`config.mk`:
```
export PLATFORM = sky130hd
export DESIGN_NAME = dual_motor_pwm_mode_controller_unit
export DESIGN_NICKNAME = d
export VERILOG_FILES = /design/src/dmpc_pkg.sv /design/src/dmpc_in_stage.sv /design/src/dmpc_core.sv /design/src/dual_motor_pwm_mode_controller_unit.sv
export SDC_FILE = /design/constraint.sdc
export NUM_CORES = 1
export LEC_CHECK = 0
export BUFFER_PORTS_ARGS = -buffer_cell sky130_fd_sc_hd__clkbuf_2
export CORE_ASPECT_RATIO = 0.7
export CORE_MARGIN = 10
export CORE_UTILIZATION = 63
export DETAILED_ROUTE_END_ITERATION = 8
export PLACE_DENSITY = 0.81
export SKIP_CTS_REPAIR_TIMING = 1
export SLEW_MARGIN = 40
export SYNTH_ARGS = -nofsm -noshare
export SYNTH_HDL_FRONTEND = slang
export SYNTH_HIERARCHICAL = 1
export SYNTH_SLANG_ARGS = --single-unit
```
`constraint.sdc`:
```
create_clock -name aclk -period 20.2 [get_ports aclk]
set_input_delay 2.02 -clock aclk [delete_from_list [all_inputs] [get_ports aclk]]
set_output_delay 2.02 -clock aclk [all_outputs]
set_load 0.03 [all_outputs]
```
`src/dmpc_pkg.sv`:
```
// Shared types, constants and helpers for the dual motor PWM mode controller.
package dmpc_pkg;

    localparam logic [1:0] CMD_TICK   = 2'd0;
    localparam logic [1:0] CMD_MOTION = 2'd1;
    localparam logic [1:0] CMD_ARM    = 2'd2;

    localparam logic [3:0] MODE_STOP       = 4'd0;
    localparam logic [3:0] MODE_FWD        = 4'd1;
    localparam logic [3:0] MODE_REV        = 4'd2;
    localparam logic [3:0] MODE_LEFT_FWD   = 4'd3;
    localparam logic [3:0] MODE_RIGHT_FWD  = 4'd4;
    localparam logic [3:0] MODE_RIGHT_REV  = 4'd5;
    localparam logic [3:0] MODE_LEFT_REV   = 4'd6;
    localparam logic [3:0] MODE_SPIN_RIGHT = 4'd7;
    localparam logic [3:0] MODE_SPIN_LEFT  = 4'd8;

    localparam logic [3:0] CODE_MODE_MAX = 4'd8;
    localparam logic [3:0] CODE_CURVE_RF = 4'd9;
    localparam logic [3:0] CODE_CURVE_LF = 4'd10;
    localparam logic [3:0] CODE_CURVE_RR = 4'd11;
    localparam logic [3:0] CODE_CURVE_LR = 4'd12;

    localparam logic [6:0]  PHASE_TOP     = 7'd99;
    localparam logic [3:0]  TICK_TOP      = 4'd9;
    localparam logic [6:0]  LEVEL_MAX     = 7'd100;
    localparam logic [6:0]  RAMP_BASE     = 7'd101;
    localparam logic [3:0]  RAMP_LAST     = 4'd9;
    localparam logic [3:0]  RAMP_DEN      = 4'd14;
    localparam logic [14:0] DEFAULT_LIMIT = 15'd10;

    // floor(x/14) = (x * 586) >> 13, exact for x < 683
    localparam logic [9:0]  RECIP14  = 10'd586;
    // floor(x/100) = (x * 10486) >> 20, exact for x < 43690
    localparam logic [13:0] RECIP100 = 14'd10486;

    typedef struct packed {
        logic [1:0]  cmd;
        logic [3:0]  code;
        logic [6:0]  speed;       // clamped
        logic [6:0]  accel;       // clamped
        logic [14:0] limit;       // zero already replaced by default
        logic [13:0] inner_prod;  // speed * (100 - rate)
        logic [6:0]  ramp_q0;     // 5*speed / 14
        logic [3:0]  ramp_r0;     // 5*speed % 14
        logic [2:0]  tgt_q;       // speed / 14
        logic [3:0]  tgt_r;       // speed % 14
    } item_t;

    typedef struct packed {
        logic       armed;
        logic [6:0] right;
        logic [6:0] left;
        logic [3:0] mode;
        logic [3:0] lines;
    } result_t;

    function automatic logic [6:0] clamp_level(input logic [6:0] v);
        return (v > LEVEL_MAX) ? LEVEL_MAX : v;
    endfunction

    function automatic logic [5:0] div14(input logic [8:0] x);
        logic [18:0] p;
        p = x * RECIP14;
        return p[18:13];
    endfunction

endpackage

```
`src/dmpc_in_stage.sv`:
```
// Input register with the stateless precomputation of each transaction.
module dmpc_in_stage (
    input  logic                 aclk,
    input  logic                 aresetn,
    input  logic                 s_axis_tvalid,
    output logic                 s_axis_tready,
    input  logic [39:0]          s_axis_tdata,
    input  logic [1:0]           s_axis_tuser,
    input  logic                 take,
    output logic                 item_vld,
    output dmpc_pkg::item_t      item
);
    import dmpc_pkg::*;

    logic        vld_reg, vld_next;
    item_t       item_reg, item_next;
    logic [6:0]  spd_c, rate_c, acc_c;
    logic [8:0]  spd5;
    logic [5:0]  q5, qs;
    logic [8:0]  q5x14;
    logic [8:0]  qsx14;
    logic [14:0] lim_raw;

    always_comb begin
        spd_c   = clamp_level(s_axis_tdata[10:4]);
        rate_c  = clamp_level(s_axis_tdata[17:11]);
        acc_c   = clamp_level(s_axis_tdata[24:18]);
        lim_raw = s_axis_tdata[39:25];
        spd5    = {spd_c, 2'b00} + {2'b00, spd_c};
        q5      = div14(spd5);
        qs      = div14({2'b00, spd_c});
        q5x14   = {q5, 3'b000} + {1'b0, q5, 2'b00} + {2'b00, q5, 1'b0};
        qsx14   = {qs, 3'b000} + {1'b0, qs, 2'b00} + {2'b00, qs, 1'b0};

        item_next.cmd        = s_axis_tuser;
        item_next.code       = s_axis_tdata[3:0];
        item_next.speed      = spd_c;
        item_next.accel      = acc_c;
        item_next.limit      = (lim_raw == '0) ? DEFAULT_LIMIT : lim_raw;
        item_next.inner_prod = spd_c * (LEVEL_MAX - rate_c);
        item_next.ramp_q0    = {1'b0, q5};
        item_next.ramp_r0    = 4'(spd5 - q5x14);
        item_next.tgt_q      = qs[2:0];
        item_next.tgt_r      = 4'({2'b00, spd_c} - qsx14);
    end

    assign s_axis_tready = !vld_reg || take;
    assign vld_next      = s_axis_tvalid || (vld_reg && !take);

    always_ff @(posedge aclk) begin
        if (!aresetn) begin
            vld_reg <= 1'b0;
        end else begin
            vld_reg <= vld_next;
        end
        if (s_axis_tvalid && s_axis_tready) begin
            item_reg <= item_next;
        end
    end

    assign item_vld = vld_reg;
    assign item     = item_reg;

endmodule

```
`src/dmpc_core.sv`:
```
// Controller state, per-transaction update and result register.
module dmpc_core (
    input  logic                 aclk,
    input  logic                 aresetn,
    input  logic                 item_vld,
    input  dmpc_pkg::item_t      item,
    output logic                 take,
    output logic                 m_axis_tvalid,
    input  logic                 m_axis_tready,
    output dmpc_pkg::result_t    res
);
    import dmpc_pkg::*;

    logic [6:0]  phase_reg, phase_next;
    logic [3:0]  ones_reg, ones_next;
    logic [6:0]  left_reg, left_next;
    logic [6:0]  right_reg, right_next;
    logic [3:0]  mode_reg, mode_next;
    logic [15:0] elapsed_reg, elapsed_next;
    logic [14:0] limit_reg, limit_next;
    logic        auto_reg, auto_next;
    logic        ramp_on_reg, ramp_on_next;
    logic [3:0]  step_reg, step_next;
    logic [6:0]  sub_reg, sub_next;
    logic [6:0]  div_reg, div_next;
    logic [3:0]  rem_reg, rem_next;
    logic [2:0]  tq_reg, tq_next;
    logic [3:0]  tr_reg, tr_next;
    logic        out_vld_reg;
    result_t     res_reg, res_next;

    logic [6:0]  sub_sum;
    logic [4:0]  rem_sum;
    logic        carry;
    logic [27:0] inner_full;
    logic [6:0]  inner;

    function automatic logic [3:0] drive_lines(input logic [6:0] ph, input logic [6:0] l,
                                               input logic [6:0] r, input logic [3:0] m);
        logic [3:0] ln;
        logic       lon, ron;
        ln  = 4'hF;
        lon = l > ph;
        ron = r > ph;
        if (lon && (m inside {MODE_REV, MODE_LEFT_REV, MODE_SPIN_LEFT}))   ln[0] = 1'b0;
        if (lon && (m inside {MODE_FWD, MODE_LEFT_FWD, MODE_SPIN_RIGHT}))  ln[1] = 1'b0;
        if (ron && (m inside {MODE_REV, MODE_RIGHT_REV, MODE_SPIN_RIGHT})) ln[2] = 1'b0;
        if (ron && (m inside {MODE_FWD, MODE_RIGHT_FWD, MODE_SPIN_LEFT}))  ln[3] = 1'b0;
        return ln;
    endfunction

    assign take       = item_vld && (!out_vld_reg || m_axis_tready);
    assign inner_full = item.inner_prod * RECIP100;
    assign inner      = inner_full[26:20];

    always_comb begin
        phase_next   = phase_reg;
        ones_next    = ones_reg;
        left_next    = left_reg;
        right_next   = right_reg;
        mode_next    = mode_reg;
        elapsed_next = elapsed_reg;
        limit_next   = limit_reg;
        auto_next    = auto_reg;
        ramp_on_next = ramp_on_reg;
        step_next    = step_reg;
        sub_next     = sub_reg;
        div_next     = div_reg;
        rem_next     = rem_reg;
        tq_next      = tq_reg;
        tr_next      = tr_reg;
        sub_sum      = sub_reg + 7'd1;
        rem_sum      = {1'b0, rem_reg} + {1'b0, tr_reg};
        carry        = rem_sum >= {1'b0, RAMP_DEN};
        res_next     = '0;

        if (item.cmd == CMD_TICK) begin
            phase_next     = (phase_reg >= PHASE_TOP) ? 7'd0 : phase_reg + 7'd1;
            ones_next      = (ones_reg >= TICK_TOP) ? 4'd0 : ones_reg + 4'd1;
            res_next.lines = drive_lines(phase_next, left_reg, right_reg, mode_reg);
            if (ones_next == 4'd0) begin
                if (elapsed_reg != '0 && elapsed_reg != '1) begin
                    elapsed_next = elapsed_reg + 16'd1;
                end
                if (ramp_on_reg) begin
                    sub_next = sub_sum;
                    if (sub_sum >= div_reg) begin
                        sub_next   = '0;
                        step_next  = (step_reg < RAMP_LAST) ? step_reg + 4'd1 : step_reg;
                        rem_next   = carry ? 4'(rem_sum - {1'b0, RAMP_DEN}) : rem_sum[3:0];
                        left_next  = left_reg + {4'd0, tq_reg} + {6'd0, carry};
                        right_next = left_reg + {4'd0, tq_reg} + {6'd0, carry};
                        if (step_next >= RAMP_LAST) begin
                            ramp_on_next = 1'b0;
                        end
                    end
                end
            end
            if (auto_reg && (elapsed_next > {1'b0, limit_reg})) begin
                elapsed_next = '0;
                limit_next   = '0;
                mode_next    = MODE_STOP;
                auto_next    = 1'b0;
            end
        end else begin
            if (item.cmd == CMD_MOTION) begin
                if (item.code <= CODE_MODE_MAX) begin
                    mode_next = item.code;
                    if (elapsed_reg != '0) begin
                        elapsed_next = 16'd1;
                    end
                    if (item.accel != '0) begin
                        ramp_on_next = 1'b1;
                        step_next    = '0;
                        sub_next     = '0;
                        div_next     = RAMP_BASE - item.accel;
                        tq_next      = item.tgt_q;
                        tr_next      = item.tgt_r;
                        rem_next     = item.ramp_r0;
                        left_next    = item.ramp_q0;
                        right_next   = item.ramp_q0;
                    end else begin
                        ramp_on_next = 1'b0;
                        left_next    = item.speed;
                        right_next   = item.speed;
                    end
                end else if (item.code <= CODE_CURVE_LR) begin
                    ramp_on_next = 1'b0;
                    mode_next    = (item.code <= CODE_CURVE_LF) ? MODE_FWD : MODE_REV;
                    if (item.code == CODE_CURVE_RF || item.code == CODE_CURVE_RR) begin
                        left_next  = item.speed;
                        right_next = inner;
                    end else begin
                        left_next  = inner;
                        right_next = item.speed;
                    end
                end else begin
                    mode_next = MODE_STOP;
                end
            end else if (item.cmd == CMD_ARM) begin
                limit_next   = item.limit;
                elapsed_next = 16'd1;
                auto_next    = 1'b1;
            end
            if (mode_next == MODE_STOP) begin
                left_next    = '0;
                right_next   = '0;
                ramp_on_next = 1'b0;
            end
            res_next.lines = drive_lines(phase_reg, left_next, right_next, mode_next);
        end

        if (mode_next == MODE_STOP) begin
            left_next    = '0;
            right_next   = '0;
            ramp_on_next = 1'b0;
        end

        res_next.mode  = mode_next;
        res_next.left  = left_next;
        res_next.right = right_next;
        res_next.armed = auto_next;
    end

    always_ff @(posedge aclk) begin
        if (!aresetn) begin
            phase_reg   <= '0;
            ones_reg    <= '0;
            left_reg    <= '0;
            right_reg   <= '0;
            mode_reg    <= MODE_STOP;
            elapsed_reg <= '0;
            limit_reg   <= '0;
            auto_reg    <= 1'b0;
            ramp_on_reg <= 1'b0;
            step_reg    <= '0;
            sub_reg     <= '0;
            div_reg     <= RAMP_BASE;
            rem_reg     <= '0;
            tq_reg      <= '0;
            tr_reg      <= '0;
            out_vld_reg <= 1'b0;
        end else begin
            if (take) begin
                phase_reg   <= phase_next;
                ones_reg    <= ones_next;
                left_reg    <= left_next;
                right_reg   <= right_next;
                mode_reg    <= mode_next;
                elapsed_reg <= elapsed_next;
                limit_reg   <= limit_next;
                auto_reg    <= auto_next;
                ramp_on_reg <= ramp_on_next;
                step_reg    <= step_next;
                sub_reg     <= sub_next;
                div_reg     <= div_next;
                rem_reg     <= rem_next;
                tq_reg      <= tq_next;
                tr_reg      <= tr_next;
                out_vld_reg <= 1'b1;
            end else if (m_axis_tready) begin
                out_vld_reg <= 1'b0;
            end
        end
        if (take) begin
            res_reg <= res_next;
        end
    end

    assign m_axis_tvalid = out_vld_reg;
    assign res           = res_reg;

    a_stop_clears_levels: assert property (@(posedge aclk) disable iff (!aresetn)
        (mode_reg == MODE_STOP) |-> (left_reg == '0 && right_reg == '0 && !ramp_on_reg))
        else $error("stopped mode with nonzero level or live ramp");

    a_level_range: assert property (@(posedge aclk) disable iff (!aresetn)
        (left_reg <= LEVEL_MAX && right_reg <= LEVEL_MAX))
        else $error("wheel level above full scale");

    a_phase_ones: assert property (@(posedge aclk) disable iff (!aresetn)
        (phase_reg <= PHASE_TOP && {3'd0, ones_reg} == phase_reg % 7'd10))
        else $error("millisecond divider out of step with phase");

    a_timer_idle: assert property (@(posedge aclk) disable iff (!aresetn)
        !auto_reg |-> (elapsed_reg == '0 && limit_reg == '0))
        else $error("timer state left over while disarmed");

    a_ramp_rem: assert property (@(posedge aclk) disable iff (!aresetn)
        ramp_on_reg |-> (rem_reg < RAMP_DEN && step_reg < RAMP_LAST && left_reg == right_reg))
        else $error("ramp bookkeeping inconsistent");

    a_result_on_take: assert property (@(posedge aclk) disable iff (!aresetn)
        (m_axis_tvalid && !m_axis_tready) |=> m_axis_tvalid)
        else $error("pending result dropped");

endmodule

```
`src/dual_motor_pwm_mode_controller_unit.sv`:
```
// Top level of the dual motor PWM mode controller.
//
//  channel  dir  fields (tdata / tuser, lowest bit first)
//  s_axis   in   tdata: motion_code, speed, curve_rate, accel, stop_after_ms; tuser: command
//  m_axis   out  tdata: drive_lines, drive_mode, left_level, right_level, timer_armed
//
// One transaction per cycle while the result is not stalled; each transaction passes
// through the input register, then the state update into the result register.
// Reset clears all control state; the ramp divisor resets to 101.
// A stalled result holds the state update; the input register keeps
// accepting while the result register can drain in the same cycle.
module dual_motor_pwm_mode_controller_unit (
    input  logic        aclk,
    input  logic        aresetn,
    input  logic        s_axis_tvalid,
    output logic        s_axis_tready,
    input  logic [39:0] s_axis_tdata,   // motion_code[3:0], speed[10:4], curve_rate[17:11],
                                        // accel[24:18], stop_after_ms[39:25]
    input  logic [1:0]  s_axis_tuser,   // command[1:0]
    output logic        m_axis_tvalid,
    input  logic        m_axis_tready,
    output logic [23:0] m_axis_tdata    // drive_lines[3:0], drive_mode[7:4], left_level[14:8],
                                        // right_level[21:15], timer_armed[22], zero[23]
);
    import dmpc_pkg::*;

    item_t   item;
    result_t res;
    logic    item_vld;
    logic    take;

    dmpc_in_stage u_in (
        .aclk          (aclk),
        .aresetn       (aresetn),
        .s_axis_tvalid (s_axis_tvalid),
        .s_axis_tready (s_axis_tready),
        .s_axis_tdata  (s_axis_tdata),
        .s_axis_tuser  (s_axis_tuser),
        .take          (take),
        .item_vld      (item_vld),
        .item          (item)
    );

    dmpc_core u_core (
        .aclk          (aclk),
        .aresetn       (aresetn),
        .item_vld      (item_vld),
        .item          (item),
        .take          (take),
        .m_axis_tvalid (m_axis_tvalid),
        .m_axis_tready (m_axis_tready),
        .res           (res)
    );

    assign m_axis_tdata = {1'b0, res};

endmodule

```
After elaboration in Yosys (flattened, before gate mapping)
Index checks and enable logic that the tools add are counted.
{ "totals": {"wordCells": 247, "register_bits": 182, "out_inout_bits": 26, "inputBits": 46} }
{ "classes": {"n_reduce_logical": 50, "multipliers": 4, "addsub": 18, "mux": 96, "bitwise": 1, "magnitude_cmp": 17, "n_eq_ne": 29} }
{ "ops": {"columns": ["cell", "count"], "rows": [
  ["2-to-1 mux 7 bit", 33],
  ["2-to-1 mux 16 bit", 9],
  ["2-to-1 mux 4 bit", 24],
  ["2-to-1 mux 15 bit", 4],
  ["== test 4 x 3 -> 1 bit, second input constant", 8],
  ["greater-than comparator 7 bit", 4],
  ["nonzero test 3 bit", 9],
  ["multiplier 14 x 13 -> 26 bit, second input constant", 1],
  ["2-to-1 mux 1 bit", 25],
  ["greater-than comparator 7 bit, second input constant", 3],
  ["multiplier 9 x 9 -> 18 bit, second input constant", 1],
  ["adder 16 x 1 -> 16 bit, second input constant", 1],
  ["adder 4 bit", 4],
  ["== test 4 x 2 -> 1 bit, second input constant", 4],
  ["== test 4 bit, second input constant", 4],
  ["greater-than comparator 16 x 15 -> 1 bit", 1],
  ["inequality test 16 bit, second input constant", 1],
  ["nonzero test 16 bit", 1],
  ["logical NOT 15 bit", 1],
  ["multiplier 7 x 9 -> 15 bit, second input constant", 1],
  ["adder 7 x 1 -> 7 bit, second input constant", 2],
  ["multiplier 7 x 14 -> 14 bit", 1],
  ["logical AND 1 bit", 13],
  ["less-or-equal comparator 4 bit, second input constant", 3],
  ["other kinds (37)", 57]
]} }

Depth between registers and ports, before layout
Gate-level depths: netlist (run 1).
{ "logic_depth": {"word_depth": 13, "ltp_mapped": 29, "ltp_nobuf": 28} }

Modules after synthesis
Netlist (run 1), hierarchy kept.
{ "by_module_without_submodules": {"columns": ["module", "instances", "cells_per_inst", "area_per_inst_um2", "seq_area_each_um2"], "rows": [
  ["dmpc_core", 1, 1425, 11612.4, 2532.4],
  ["dmpc_in_stage", 1, 553, 6013.3, 1941.9],
  ["dual_motor_pwm_mode_controller_unit", 1, 2, 11.3, 0.0]
]} }

Worst setup path after synthesis (run 1)
Ideal clock, no wire load.
{ "synth_timing": {"path_kind": "input-to-reg", "start": "input s_axis_tdata[10]", "end": "register u_in.item_reg, in the netlist u_in/item[10] (data pin)", "arrival_ns": 7.916, "stages": 29, "setup_ns": 0.260, "slack_ns": 12.024, "n_path_buf": 1, "path_cell_list": "buf_2 nand2_1 nor2_1 nor2_1 inv_1 ha_1 fa_1 nand3_1 nand2_1 xor2_1 ha_1 ha_1 ha_1 inv_1 fa_1 inv_1 ha_1 nand3_1 o21ai_0 a21oi_1 o21ai_0 a21oi_1 xnor2_1 ha_1 ha_1 a221o_1 xnor2_1 a21oi_1 xnor2_1"} }
{ "synth_lines": {"columns": ["element", "line", "rtl"], "rows": [
  ["start, declared", "dual_motor_pwm_mode_controller_unit.sv:17", "input logic [39:0] s_axis_tdata,"],
  ["end signal, assigned", "dmpc_in_stage.sv:57", "item_reg <= item_next;"],
  ["end, declared", "dmpc_in_stage.sv:16", "item_t item_reg, item_next;"]
]} }

==> metrics.md, run 1 <==
| Metric | Value |
|---|---|
| Status | finished clean |
| CTS tree | built |
| Fmax | 110 MHz |
| Final period util | 45.1% |
| Syn_area_per_cell | 8.91 sq um |
| Maximum clock path buffer count | 2 |
| Layout cell share with drive strength beyond 1 | 7.50% |
| Chip Width | 220 microns |
| Worst EP required | 20.39 ns |
| Number of distinct library cells after synthesis | 81 |
| Final RePlAce weighted congestion | 0.992 |
| DR WL/cell | 18.7 microns |
| Min setup slack post-route | 11.09 ns |
| Leading area contributor after synthesis | ha_1 |
| HPWL after DPL | 34,700 microns |
| DR vias | 14,300 |
| Initial DRC count | 1,514 |
| Worst min path class | reg -> reg |
| Reg2reg path depth | 28 |
| Leading cell types by count after synthesis | 281 x ha_1, 253 x inv_1, 182 x nand2_1 |
| Die ar. | 35,200 sq um |
| Worst r2r src | u_in/item[29] |
| Placed Instances | 2,352 |
| Largest net degree at the start of global routing | 65 |
| WHS Path Cells | 2 |
| GRT Resource Usage Total | 25.2% |
| Yosys reg bits | 180 |
| Std-Cell Rows | 51 |
| RSZ-0062 raised after global routing | false |
| Final Non-Filler Cells | 2,384 |
| Critical path class | in -> reg |
| CP Max Fanout | 15 |
| Async SR Flop Fraction | 0% |
| Slowest CP cell | nor2_1 |
| Initial Util | 63.7% |
| Yosys Warn Count | 6 |
| DRC errors left | 0 |
| Leading cell type by number of instances after synthesis | ha_1 |
| Clk slew on worst S/H paths | 0.09 ns |
| Die height | 160 microns |
| Drt via density | 6.01 |
| DRT antenna net count | 0 |
| Slack of the worst reg-to-reg path | 13.03 ns |
| Final-report hold violation count | 0 |
| Vias in the first global route | 14,100 |
| Seq/Total Area, Yosys | 25.4% |
| Core Region | 27,700 sq um |
| Num CTS Buffers | 17 |
| Final WL | 44,700 microns |
| Worst Skew | 0.0143 ns |
| Drt first pass iters | 6 |
| First-pass GRT wire length | 72,000 microns |
| Hold EP | u_core/limit_reg[8] |
| Startpoint Class | input pin |
| HP Start | u_core/limit_reg[8] |
| Number of flip-flops in the largest register | 64 |
| Final #Nets | 2,436 |
| Place WS | 10.77 ns |
| Clk sinks | 180 |
| Max-cap violations | 0 |
| CTS root buf | clkbuf_16 |
| Post-layout util | 68.1% |
| R2R Path End | u_core/res[2] |
| H-Tree Depth | 4 |
| Setup violations, final | 0 |
| Worst slew margin | 45.4% |
| Setup TNS | 0 ns |
| Synth Flop Type | dfxtp_1 |
| Worst path most repeated cell | ha_1 |
| Post-layout min period | 9.11 ns |
| Worst EP arrival | 9.31 ns |
| IO Count | 72 |
| Slew Limit Fails | 0 |
| Yosys top cell area share | 19.9% |
| Cell Area, Synth | 17,600 sq um |
| Post-synth EDFFs | 87 |
| IO buf count | 70 |
| Synth-to-Final Area Change | 6.97% |
| Ant diodes | 0 |
| Top post-synthesis cells by area | ha_1 20%, edfxtp_1 15%, fa_1 12% |
| Antenna violations before repair | 0 |
| Clock Latency Late Sink | 0.46 ns |
| Cells after Synth | 1,980 |
| Worst slew pin tran | 0.819 ns |
| Grt total ovfl | 0 |
| CP Capture Type | flop |
| CP peak stage delay | 0.54 ns |
==> cells in the final DEF (no fill, tap or decap), types with 56 or more instances in the layout <==
cell,instances
ha_1,281
xnor2_1,56
edfxtp_1,87
clkbuf_2,70
fa_1,109
nor2_1,174
dfxtp_1,93
o21ai_0,59
inv_1,252
nand2_1,181
a21oi_1,129
==> worst max-delay path by stage <==
| stage | from | to | slack (ns) | cells past startpoint |
|---|---|---|---|---|
| 5_1_grt | s_axis_tdata[9] | u_in/item[10] | 10.74 | 29 |
| 3_3_place_gp | s_axis_tdata[9] | u_in/item[10] | 11.27 | 29 |
| 6_report | s_axis_tdata[9] | u_in/item[10] | 11.09 | 29 |
| 2_1_floorplan | s_axis_tdata[10] | u_in/item[10] | 12.02 | 29 |
| 3_5_place_dp | s_axis_tdata[9] | u_in/item[10] | 10.77 | 29 |
| 4_1_cts | s_axis_tdata[9] | u_in/item[10] | 11.18 | 29 |
==> per-layer routing <==
layer / up-vias / global-route usage, % / part of all wire [%]
met5: - / 0 / 0
met4: 0 / 6.95 / 2.0
met3: 80 / 5.59 / 9.2
met2: 604 / 37.8 / 44
met1: 6799 / 35.8 / 45
li1: 6836 / - / -
==> critical path: cells and delay by family <==
| family | cells | cell delay [ns] |
|---|---|---|
| compound gates | 6 | 1.60 |
| xor+xnor | 4 | 0.85 |
| fa+ha+maj | 9 | 3.05 |
| buf+inv | 4 | 0.69 |
| simple gates | 6 | 1.08 |
==> layout make-up <==
class | count | area (sq um)
flip-flops and latches | 180 | 4470
clock inverters | 15 | 228
inverters | 253 | 950
multi-input cells | 1469 | 11900
clock buffers | 17 | 425
repair buffers | 79 | 418
fillers | 2203 | 8830
well taps | 371 | 464
==> per-stage QoR <==
stage	hold WS [ns]	area, sq um
floorplan	0.432	17700
global placement	0.442	18200
detailed placement	0.444	18200
CTS	0.457	18900
global route	0.480	18900
finish	0.456	18900
==> cells by family after synthesis <==
logic type / count (synthesis) / synth area share, %
XOR/XNOR: 97 / 4.82
flip-flops: 180 / 25.4
adder cells (fa/ha/maj): 390 / 32.3
AO/OA/AOI/OAI: 378 / 13.9
other: 3 / 0.0638
buffers and inverters: 337 / 7.41
multiplexers: 16 / 0.936
AND/OR/NAND/NOR: 579 / 15.2
Power of run 1 is left out: the tool's default activity adds up to more than one toggle a clock period on the data nets, which glitch-free logic cannot reach.
==> run 2: changes to the inputs <==
==> constraint.sdc (replaced) <==
create_clock -name aclk -period 8.4 [get_ports aclk]
set_input_delay 0.84 -clock aclk [delete_from_list [all_inputs] [get_ports aclk]]
set_output_delay 0.84 -clock aclk [all_outputs]
set_load 0.03 [all_outputs]
==> run 2 against run 1 <==
Utilization barely moved. Critical path depth fell by 1. Final area barely moved. Count of clock-buffer cells in the layout did not move. Critical path type unchanged.
==> metrics.md, run 2 (same netlist as run 1, synthesis figures left out) <==
| Metric | Value |
|---|---|
| Core Region | 27,700 sq um |
| CTS root buf | clkbuf_16 |
| Std-Cell Rows | 51 |
| Stages on worst setup path | 28 |
| R2R Path End | u_core/res[2] |
| DRT antenna net count | 0 |
| CP startpoint | s_axis_tdata[9] |
| Final period util | 88.7% |
| DRC errors left | 0 |
| Reg2reg path depth | 28 |
| Bufs and invs on worst path | 3 |
| Slowest CP cell | fa_1 |
| DR WL/cell | 18.5 microns |
| Worst path most repeated cell | ha_1 |
| Worst min path class | reg -> reg |
| IO Count | 72 |
| RSZ-0062 raised after global routing | false |
| CP peak stage delay | 0.50 ns |
| GRT Resource Usage Total | 25.5% |
| Slew Limit Fails | 0 |
| CP Max Fanout | 15 |
| Clk slew on worst S/H paths | 0.08 ns |
| Antenna violations before repair | 0 |
| Critical path's top delay family | adder cells |
| Initial DRC count | 1,226 |
| Grt total ovfl | 0 |
| H-Tree Depth | 4 |
| Startpoint Class | input pin |
| Final #Nets | 2,437 |
| Fmax | 134 MHz |
| Most common cell after layout, fill and taps aside | ha_1 |
| Max-cap violations | 0 |
| Setup TNS | 0 ns |
| IO buf count | 70 |
| Num CTS Buffers | 17 |
| Slack of the worst reg-to-reg path | 1.49 ns |
| Vias in the first global route | 14,300 |
| Critical Path End | u_in/item[10] |
| Worst slew pin tran | 0.826 ns |
| Initial Util | 63.7% |
| Worst EP arrival | 7.65 ns |
| Die ar. | 35,200 sq um |
| DR vias | 14,200 |
| Post-layout min period | 7.45 ns |
| CTS tree | built |
| First-pass GRT wire length | 73,000 microns |
| Status | finished clean |
| Drt via density | 5.97 |
| Final RePlAce weighted congestion | 0.967 |
| Final WL | 44,200 microns |
| Clock Latency Late Sink | 0.45 ns |
| WHS Path Cells | 2 |
| Most frequent cells in the layout | 281 x ha_1, 252 x inv_1, 181 x nand2_1 |
| Worst EP required | 8.59 ns |
| Filler instances | 2,212 |
| Worst r2r src | u_in/item[29] |
| Worst Skew | 0.0181 ns |
| HPWL after DPL | 35,300 microns |
| Setup violations, final | 0 |
| Number of flip-flops in the largest register | 64 |
| Chip Width | 220 microns |
| Clk sinks | 180 |
| Synth-to-Final Area Change | 6.98% |
| CP Capture Type | flop |
| Layout cell share with drive strength beyond 1 | 7.60% |
| Ant diodes | 0 |
| Largest net degree at the start of global routing | 65 |
| Worst slew margin | 44.7% |
| Final-report hold violation count | 0 |
| Maximum clock path buffer count | 2 |
| Critical path class | in -> reg |
| Drt first pass iters | 5 |
| Die height | 160 microns |
-- run 2: cell count changes in the layout (fill, tap and decap cells not counted) --
cell and change:
o41ai_1 -1, clkinv_8 -3, buf_6 +1, inv_8 -1, inv_6 +2, o41ai_2 +1
clkinv_4 -1, bufinv_16 -1, inv_12 +4
-- run 2: final cells by class --
| class | instances | area [sq um] | share of cell area [%] |
|---|---|---|---|
| clock buffer | 17 | 425 | 2.25 |
| clock inverter | 15 | 211 | 1.12 |
| inverter | 253 | 950 | 5.03 |
| multi-input combinational | 1469 | 11900 | 63.1 |
| sequential | 180 | 4470 | 23.7 |
| tap | 371 | 464 | 2.46 |
| timing repair buffer | 80 | 429 | 2.27 |
-- run 2: worst register-to-register path, delay by kind of cell, from the launching register on --
kind / cells / cell delay [ns]
compound gates: 9 / 1.65
simple gates: 7 / 1.11
fa+ha+maj: 7 / 2.98
xor+xnor: 1 / 0.18
flops: 1 / 0.59
buf+inv: 4 / 0.21
-- run 2: layer usage --
layer	vias to the layer above	GRT usage (%)	routed length (microns)
met5	-	0	0
met4	0	4.56	539
met3	39	5.04	3360
met2	485	38.5	19400
met1	6865	37.1	20900
li1	6842	-	-
-- run 2: how the worst min path moves through the flow --
stage | slack, ns | start | end
after floorplan | 0.43 | u_core/limit_reg[10] | u_core/limit_reg[10]
after global placement | 0.44 | u_core/limit_reg[9] | u_core/limit_reg[9]
after detailed placement | 0.45 | u_core/limit_reg[5] | u_core/limit_reg[5]
after CTS | 0.46 | u_core/limit_reg[9] | u_core/limit_reg[9]
after global routing | 0.47 | u_core/tq_reg[0] | u_core/tq_reg[0]
final | 0.46 | u_core/limit_reg[9] | u_core/limit_reg[9]
-- run 2: metrics by stage --
stage	cells	setup WS [ns]	hold WS, ns	util (%)	instance area (sq um)
2_1_floorplan	1986	1.40	0.432	-	17700
3_3_place_gp	2353	0.896	0.442	65.7	18200
3_5_place_dp	2353	0.612	0.447	65.8	18200
4_1_cts	2385	1.05	0.458	68.1	18800
5_1_grt	2385	0.515	0.474	68.1	18900
6_report	2385	0.947	0.456	68.1	18900
Power of run 2 is left out for the same reason.
==> run 3: changes to the inputs <==
--- a/config.mk
+++ b/config.mk
@@ -11,6 +11,7 @@
 export CORE_UTILIZATION = 63
 export DETAILED_ROUTE_END_ITERATION = 8
 export PLACE_DENSITY = 0.81
+export RECOVER_POWER = 100
 export SKIP_CTS_REPAIR_TIMING = 1
 export SLEW_MARGIN = 40
 export SYNTH_ARGS = -nofsm -noshare
==> run 3 against run 2 <==
The run now ends with capacitance limit, slew limit left. Setup slack worse by 0.17 ns. Final area down 0.60%. Via count up 0.26%. Critical path depth unchanged. Die area unchanged. Wire length about the same. Utilization down 0.41 points. Count of clock-buffer cells in the layout unchanged. Global-route usage unchanged. Cell count unchanged. Flip-flop and latch count unchanged. Critical endpoint unchanged. Highest routed layer unchanged.
==> metrics.md, run 3 (same netlist as run 1, synthesis figures left out) <==
| Metric | Value |
|---|---|
| CTS root buf | clkbuf_16 |
| Clk slew on worst S/H paths | 0.08 ns |
| Drt via density | 5.98 |
| Final WL | 44,200 microns |
| Final RePlAce weighted congestion | 0.967 |
| Final period util | 90.7% |
| Ant diodes | 0 |
| Drt first pass iters | 6 |
| Core Region | 27,700 sq um |
| CP Capture Type | flop |
| Final Cell Area | 18,800 sq um |
| HP Start | u_core/limit_reg[9] |
| Grt total ovfl | 0 |
| Slack of the worst reg-to-reg path | 1.48 ns |
| Std-Cell Rows | 51 |
| Slew Limit Fails | 195 |
| Die ar. | 35,200 sq um |
| IO Count | 72 |
| Layout cell share with drive strength beyond 1 | 4.62% |
| Worst Skew | 0.0172 ns |
| WHS Path Cells | 2 |
| Bufs and invs on worst path | 4 |
| Setup TNS | 0 ns |
| DRC errors left | 0 |
| Worst slew pin tran | 3.57 ns |
| Largest net degree at the start of global routing | 65 |
| Most frequent cells in the layout | 281 x ha_1, 253 x inv_1, 181 x nand2_1 |
| Reg2reg path depth | 28 |
| DR WL/cell | 18.5 microns |
| Worst EP required | 8.59 ns |
| Filler instances | 2,256 |
| Fmax | 131 MHz |
| Initial Util | 63.7% |
| Placed Area | 18,200 sq um |
| Chip Width | 220 microns |
| Post-layout min period | 7.62 ns |
| CP startpoint | s_axis_tdata[10] |
| Max-cap violations | 5 |
| Worst min path class | reg -> reg |
| GRT Resource Usage Total | 25.5% |
| Hold EP | u_core/limit_reg[9] |
| Critical path class | in -> reg |
| RSZ-0062 raised after global routing | false |
| HPWL after DPL | 35,300 microns |
| DR vias | 14,300 |
| Worst r2r src | u_in/item[29] |
| Final-report hold violation count | 0 |
| First-pass GRT wire length | 73,000 microns |
| Clock Latency Late Sink | 0.45 ns |
| Most common cell after layout, fill and taps aside | ha_1 |
| Worst EP arrival | 7.81 ns |
| R2R Path End | u_core/res[2] |
| CTS tree | built |
| Antenna violations before repair | 0 |
| Clk sinks | 180 |
| Critical path's top delay family | adder cells |
| Synth-to-Final Area Change | 6.34% |
| CP peak stage delay | 0.53 ns |
| DRT antenna net count | 0 |
| IO buf count | 70 |
| Vias in the first global route | 14,300 |
| Worst slew margin | -138% |
| Worst path most repeated cell | ha_1 |
| Num CTS Buffers | 17 |
| Die height | 160 microns |
| H-Tree Depth | 4 |
| Failing checks | capacitance limit, slew limit |
| Final #Nets | 2,437 |
| Maximum clock path buffer count | 2 |
| Slowest CP cell | fa_1 |
| Setup violations, final | 0 |
| Startpoint Class | input pin |
| CP Max Fanout | 11 |
| Status | complete, but fails checks |
| Initial DRC count | 1,339 |
| Number of flip-flops in the largest register | 64 |
run 3: worst max path at each step:
stage / end / slack, ns / cells after the start
floorplan: u_in/item[10] / 1.40 / 29
global placement: u_in/item[10] / 0.90 / 28
detailed placement: u_in/item[10] / 0.61 / 28
CTS: u_in/item[10] / 1.05 / 28
global route: u_in/item[10] / 0.30 / 28
finish: u_in/item[10] / 0.78 / 28
run 3: layout make-up:
cell class                 instances  area [sq um]  area share [%]
clock buffer                      17           425            2.27
multi-input combinational       1469         11900            63.3
tap                              371           464            2.47
clock inverter                    15           211            1.13
sequential                       180          4470            23.9
timing repair buffer              80           350            1.87
inverter                         253           950            5.06
run 3: through the flow:
stage	cells	util, %	setup slack, ns	hold WS, ns
floorplan	1986	-	1.40	0.432
global route	2385	67.7	0.297	0.474
global placement	2353	65.7	0.896	0.442
CTS	2385	68.1	1.05	0.458
detailed placement	2353	65.8	0.612	0.447
finish	2385	67.7	0.782	0.455
run 3: tightest hold or removal path: stages (launching register included):
cell and delay [ns]:
dfxtp_1 0.32, nand2_1 0.05, a21oi_1 0.05
run 3: layer usage:
layer,global-route usage (%),vias up,part of all wire (%)
met3,5.04,29,8.0
li1,-,6841,-
met4,4.56,0,1.0
met5,0,-,0
met1,37.1,6882,47
met2,38.5,516,44
Power of run 3 is left out for the same reason.
